`src/rtl/core/obb_pkg.sv`:
```
package obb_pkg;

    localparam int FRAC_BITS        = 16;
    localparam int TRIG_W           = 18;
    localparam int CORDIC_W         = 34;
    localparam int ATAN_ENTRIES     = 24;
    localparam int CORDIC_K_Q30     = 652032874;
    localparam int TOL_W            = 16;
    localparam logic [TOL_W-1:0] TOL_RESET = 16'd655;

    localparam int COORD_W_DEF      = 32;
    localparam int ANGLE_W_DEF      = 16;
    localparam int CORDIC_STEPS_DEF = 16;

    typedef logic signed [TRIG_W-1:0] trig_t;

    // atan(2^-i) as a fraction of a 32-bit turn
    function automatic logic signed [CORDIC_W-1:0] atan_turn(input int i);
        logic signed [CORDIC_W-1:0] v;
        case (i)
            0:       v = 34'sd536870912;
            1:       v = 34'sd316933406;
            2:       v = 34'sd167458907;
            3:       v = 34'sd85004756;
            4:       v = 34'sd42667331;
            5:       v = 34'sd21354465;
            6:       v = 34'sd10679838;
            7:       v = 34'sd5340245;
            8:       v = 34'sd2670163;
            9:       v = 34'sd1335087;
            10:      v = 34'sd667544;
            11:      v = 34'sd333772;
            12:      v = 34'sd166886;
            13:      v = 34'sd83443;
            14:      v = 34'sd41722;
            15:      v = 34'sd20861;
            16:      v = 34'sd10430;
            17:      v = 34'sd5215;
            18:      v = 34'sd2608;
            19:      v = 34'sd1304;
            20:      v = 34'sd652;
            21:      v = 34'sd326;
            22:      v = 34'sd163;
            23:      v = 34'sd81;
            default: v = '0;
        endcase
        return v;
    endfunction

endpackage

```
`src/rtl/core/obb_cordic.sv`:
```
module obb_cordic
    import obb_pkg::*;
#(
    parameter int ANGLE_WIDTH  = ANGLE_W_DEF,
    parameter int CORDIC_STEPS = CORDIC_STEPS_DEF
)
(
    input  logic                   clk,
    input  logic                   en,
    input  logic [ANGLE_WIDTH-1:0] angle,
    output trig_t                  cos_q,
    output trig_t                  sin_q
);

    localparam logic signed [CORDIC_W-1:0] X_INIT = CORDIC_W'(CORDIC_K_Q30);

    logic signed [CORDIC_W-1:0] x_reg [CORDIC_STEPS+1];
    logic signed [CORDIC_W-1:0] y_reg [CORDIC_STEPS+1];
    logic signed [CORDIC_W-1:0] z_reg [CORDIC_STEPS+1];
    logic [1:0]                 q_reg [CORDIC_STEPS+1];
    trig_t                      cos_reg;
    trig_t                      sin_reg;

    logic [31:0]                th;
    logic [31:0]                th_bias;
    logic [1:0]                 q_next;
    logic [31:0]                rt;
    trig_t                      xr;
    trig_t                      yr;

    function automatic trig_t round_clamp(input logic signed [CORDIC_W-1:0] v);
        logic signed [CORDIC_W:0]    s;
        logic signed [CORDIC_W-14:0] r;
        trig_t                       o;
        s = {v[CORDIC_W-1], v} + (CORDIC_W+1)'(8192);
        r = $signed(s[CORDIC_W:14]);
        if (r > (CORDIC_W-13)'(65536)) begin
            o = TRIG_W'(65536);
        end
        else if (r < -(CORDIC_W-13)'(65536)) begin
            o = -TRIG_W'(65536);
        end
        else begin
            o = $signed(r[TRIG_W-1:0]);
        end
        return o;
    endfunction

    // split off the nearest quarter turn, rotate the residual
    assign th      = 32'(angle) << (32 - ANGLE_WIDTH);
    assign th_bias = th + 32'h2000_0000;
    assign q_next  = th_bias[31:30];
    assign rt      = th - {q_next, 30'b0};

    always_ff @(posedge clk)
    begin
        if (en)
        begin
            x_reg[0] <= X_INIT;
            y_reg[0] <= '0;
            z_reg[0] <= $signed({{(CORDIC_W-32){rt[31]}}, rt});
            q_reg[0] <= q_next;
        end
    end

    for (genvar k = 0; k < CORDIC_STEPS; k++)
    begin : g_step
        always_ff @(posedge clk)
        begin
            if (en)
            begin
                if (!z_reg[k][CORDIC_W-1])
                begin
                    x_reg[k+1] <= x_reg[k] - (y_reg[k] >>> k);
                    y_reg[k+1] <= y_reg[k] + (x_reg[k] >>> k);
                    z_reg[k+1] <= z_reg[k] - atan_turn(k);
                end
                else
                begin
                    x_reg[k+1] <= x_reg[k] + (y_reg[k] >>> k);
                    y_reg[k+1] <= y_reg[k] - (x_reg[k] >>> k);
                    z_reg[k+1] <= z_reg[k] + atan_turn(k);
                end
                q_reg[k+1] <= q_reg[k];
            end
        end
    end

    assign xr = round_clamp(x_reg[CORDIC_STEPS]);
    assign yr = round_clamp(y_reg[CORDIC_STEPS]);

    always_ff @(posedge clk)
    begin
        if (en)
        begin
            case (q_reg[CORDIC_STEPS])
                2'd0:
                begin
                    cos_reg <= xr;
                    sin_reg <= yr;
                end
                2'd1:
                begin
                    cos_reg <= -yr;
                    sin_reg <= xr;
                end
                2'd2:
                begin
                    cos_reg <= -xr;
                    sin_reg <= -yr;
                end
                default:
                begin
                    cos_reg <= yr;
                    sin_reg <= -xr;
                end
            endcase
        end
    end

    assign cos_q = cos_reg;
    assign sin_q = sin_reg;

endmodule

```
`config.mk`:
```
export PLATFORM = sky130hd
export DESIGN_NAME = obb_cordic
export DESIGN_NICKNAME = d
export VERILOG_FILES = /design/src/rtl/core/obb_pkg.sv /design/src/rtl/core/obb_cordic.sv
export SDC_FILE = /design/constraint.sdc
export NUM_CORES = 2
export LEC_CHECK = 0
export BUFFER_PORTS_ARGS = -buffer_cell sky130_fd_sc_hd__buf_2
export CORE_UTILIZATION = 35
export CTS_CLUSTER_SIZE = 16
export DETAILED_ROUTE_END_ITERATION = 10
export GPL_TIMING_DRIVEN = 0
export SYNTH_ARGS = -nofsm -noshare
export SYNTH_HDL_FRONTEND = slang
export SYNTH_SLANG_ARGS = --single-unit
```
`constraint.sdc`:
```
create_clock -name clk -period 6.8 [get_ports clk]
set_input_delay 0 -clock clk [delete_from_list [all_inputs] [get_ports clk]]
set_output_delay 0 -clock clk [all_outputs]
set_load 0.02 [all_outputs]
```
==> impl_results.rst <==
.. list-table::
   :header-rows: 1

   * - Metric
     - Value
   * - Final setup viols
     - 0
   * - Most common cell on crit path
     - o21ai_0
   * - Routed wire length per instance
     - 17.99 um
   * - Worst hold path class
     - in -> reg
   * - Relative slew slack
     - 5.160%
   * - Distinct cell type count after synthesis
     - 103
   * - Dominant delay contributor by cell family on the critical path
     - compound AO/OA/AOI/OAI gates
   * - Die area
     - 360000 um2
   * - Hpwl dp
     - 262600 um
   * - Synthesized-area fraction occupied by xor and xnor cells
     - 12.89%
   * - Core footprint
     - 355900 um2
   * - Post-synth EDFFs
     - 1489
   * - Buffers inserted by post-CTS timing repair
     - 0
   * - Clock root buffer
     - clkbuf_16
   * - Setup repair after global routing missed its margin
     - false
   * - Crit Path Max Fanout
     - 18
   * - Die X
     - 600.0 um
   * - Die boundary height
     - 600.0 um
   * - Maximum number of pins on one net before global-route repair
     - 73
   * - Top Ports
     - 54
   * - DRC marker count from the first detailed-route iteration
     - 7116
   * - Num Clock Sinks
     - 1489
   * - Synth Net Count
     - 14.45k
   * - Sort of element at the start of the critical path
     - flip-flop
   * - Prevailing post-synth register cell
     - edfxtp_1
   * - CTS tree
     - done
   * - Drc violations
     - 2
   * - Worst Skew
     - 0.08497 ns
   * - GRT Residual Overflow
     - 0
   * - Gate Count Post-Synth
     - 13.01k
   * - Most frequent cells in the layout
     - edfxtp_1, ha_1, a21oi_1
   * - Mux share of post-synthesis cell area
     - 1.036%
   * - Outcome
     - finished with violations
   * - Number of routed nets with antenna violations
     - 0
   * - Crit path kind
     - reg -> reg
   * - Leading cell types by total area after synthesis
     - edfxtp_1, ha_1, xnor2_1, a21oi_1, xor2_1
   * - Failing checks
     - DRC
   * - Global placement routability congestion
     - 0.9136
   * - Number of warning messages in the yosys log
     - 0
   * - Crit path time final
     - 6.411 ns
   * - Clock slew at the register clock pins of the worst setup and hold paths
     - 0.06 ns
   * - Sequential element share of the synthesized area
     - 35.72%
   * - CTS H-Tree Depth
     - 4
   * - Number of buffers added by the clock tree synthesis step
     - 181
   * - Flip-flop and latch count after synthesis
     - 1489
   * - Buffer and inverter count on the worst path
     - 2
   * - Number of hold violations in the final report
     - 0
   * - Nature of the critical path endpoint
     - flip-flop
   * - Initial antenna violation count
     - 5
   * - # rows
     - 219
   * - Delay of the slowest cell on the worst path
     - 1.06 ns
   * - Final worst hold slack
     - 0.2199 ns
   * - Net total in the final layout
     - 14.73k
   * - Number of global-route vias before repair
     - 91.91k
   * - Largest family of logic cells by synthesized area
     - compound AO/OA/AOI/OAI gates
   * - Max Cap Violations
     - 0
   * - Avg Inst Size Synth
     - 9.622 um2
   * - Area added between synthesis and finish
     - 10.40%
   * - Flip-flop count of the largest register, all copies and words added
     - 498
   * - Count of pins over their slew limit
     - 0
   * - Vias per cell
     - 5.369
   * - Synthesized-area fraction occupied by ao, oa, aoi and oai cells
     - 20.15%
   * - Initial core utilization
     - 35.16%
   * - Total number of vias
     - 97.66k
   * - Summed instance area of the synthesized netlist
     - 125200 um2
   * - Total Routing Usage GR
     - 17.67%
   * - Area leader, netlist
     - edfxtp_1
   * - Global-route wire length before repair
     - 513300 um
   * - Basic-gate share of the synthesized area counting and, or, nand and nor cells
     - 13.58%
   * - Data arrival time of the worst path
     - 7.01 ns
   * - Cell with the largest stage delay on the worst path
     - clkbuf_1
   * - Cell chain of the critical path
     - nand2_1 -> clkinv_1 -> clkbuf_1 -> nor2_1 -> xor2_1 -> ha_1 -> o21ai_0 -> nor4_1 -> nor3_1 -> a2bb2oi_1 -> o21ai_1 -> a211oi_1 -> o21ai_0 -> a2111oi_2 -> o21a_1 -> o311ai_0
   * - Share of layout cells above drive strength 1
     - 4.242%
   * - Worst EP required
     - 7.40 ns
   * - Maximum buffer depth of the clock tree
     - 4
   * - Clock latency reported for the late side of the worst-skew pair
     - 0.87 ns
   * - Final critical-path share of the clock period
     - 94.28%
   * - Area share of the leading cell type in the synthesized netlist
     - 35.72%
   * - Least-Margin Pin Slew
     - 1.423 ns
   * - Number of optimization iterations in the first detailed-route pass
     - 8
   * - Share of flip-flops with an asynchronous set or reset
     - 0%
   * - Number of port buffers
     - 53
   * - DRT Wirelength
     - 327300 um
   * - Most common cell after layout, fill and taps aside
     - edfxtp_1
   * - Adder and majority cell fraction of the synthesized area
     - 14.45%
   * - F_max
     - 156.0 MHz
[timing repair]
action	CTS	global route
gates resized for setup	1	0
hold buffers	33	0
endpoints found under the setup margin	12	0
hold endpoints to repair	68	0
[layout make-up]
cell class	count	area [um2]
Antenna cell	4	10.01
Buffer	221	939.7
Clock buffer	213	4735
Clock inverter	111	1127
Fill cell	35150	217800
Inverter	498	1869
Multi-Input combinational cell	10800	77720
Sequential cell	1489	44710
Tap cell	4751	5944
Timing Repair Buffer	106	1117
[stage by stage]
step | std cells | setup WS, ns | util, % | TNS, ns | instance area (um2)
floorplan | 13010 | 2.064 | - | 0 | 125200
global placement | 17810 | -4.056 | 36.91 | -5388.89 | 131400
detailed placement | 17830 | -1.492 | 37.07 | -91.20 | 132000
CTS | 18190 | 0.3885 | 38.82 | 0 | 138200
global route | 18190 | 0.02448 | 38.82 | 0 | 138200
finish | 18190 | 0.3890 | 38.82 | 0 | 138200
[cells in the mapped netlist, types with 251 or more instances]
master and number:
inv_1 487, nand2_1 734, a21o_1 552, xnor2_1 1213, a21oi_1 1284, o21ai_0 700, edfxtp_1 1489, ha_1 1381
nor2_1 1011, nand3_1 251, nor3_1 328, xor2_1 629
[cells by family after synthesis]
group,count (synthesis)
AO/OA/AOI/OAI,3946
XOR/XNOR,1842
adder cells (fa/ha/maj),1421
buffers and inverters,720
flip-flops,1489
multiplexers,124
AND/OR/NAND/NOR,3465
[worst min-delay path, cell delays in order]
cell and delay [ns]:
dlygate4sd3_1 0.52, buf_2 0.11, xor2_1 0.21
[metal layers]
| layer | share of wire (%) | GRT usage, % |
|---|---|---|
| met5 | 0 | 0 |
| met4 | 3.2 | 5.664 |
| met3 | 4.3 | 1.729 |
| met2 | 46 | 29.97 |
| met1 | 46 | 23.57 |
[path summary, 6_finish.rpt]
path / startpoint / endpoint / slack [ns] / depth (start not counted)
worst max register to register: z_reg[3][33] / x_reg[4][33] / 0.39 / 16
worst min-delay path: angle[15] / q_reg[0][1] / 0.22 / 3
worst min register to register: q_reg[12][0] / q_reg[13][0] / 0.41 / 0
worst max-delay path: z_reg[3][33] / x_reg[4][33] / 0.39 / 16
Power is left out: the tool's default activity adds up to more than one toggle a clock period on the data nets, which glitch-free logic cannot reach.
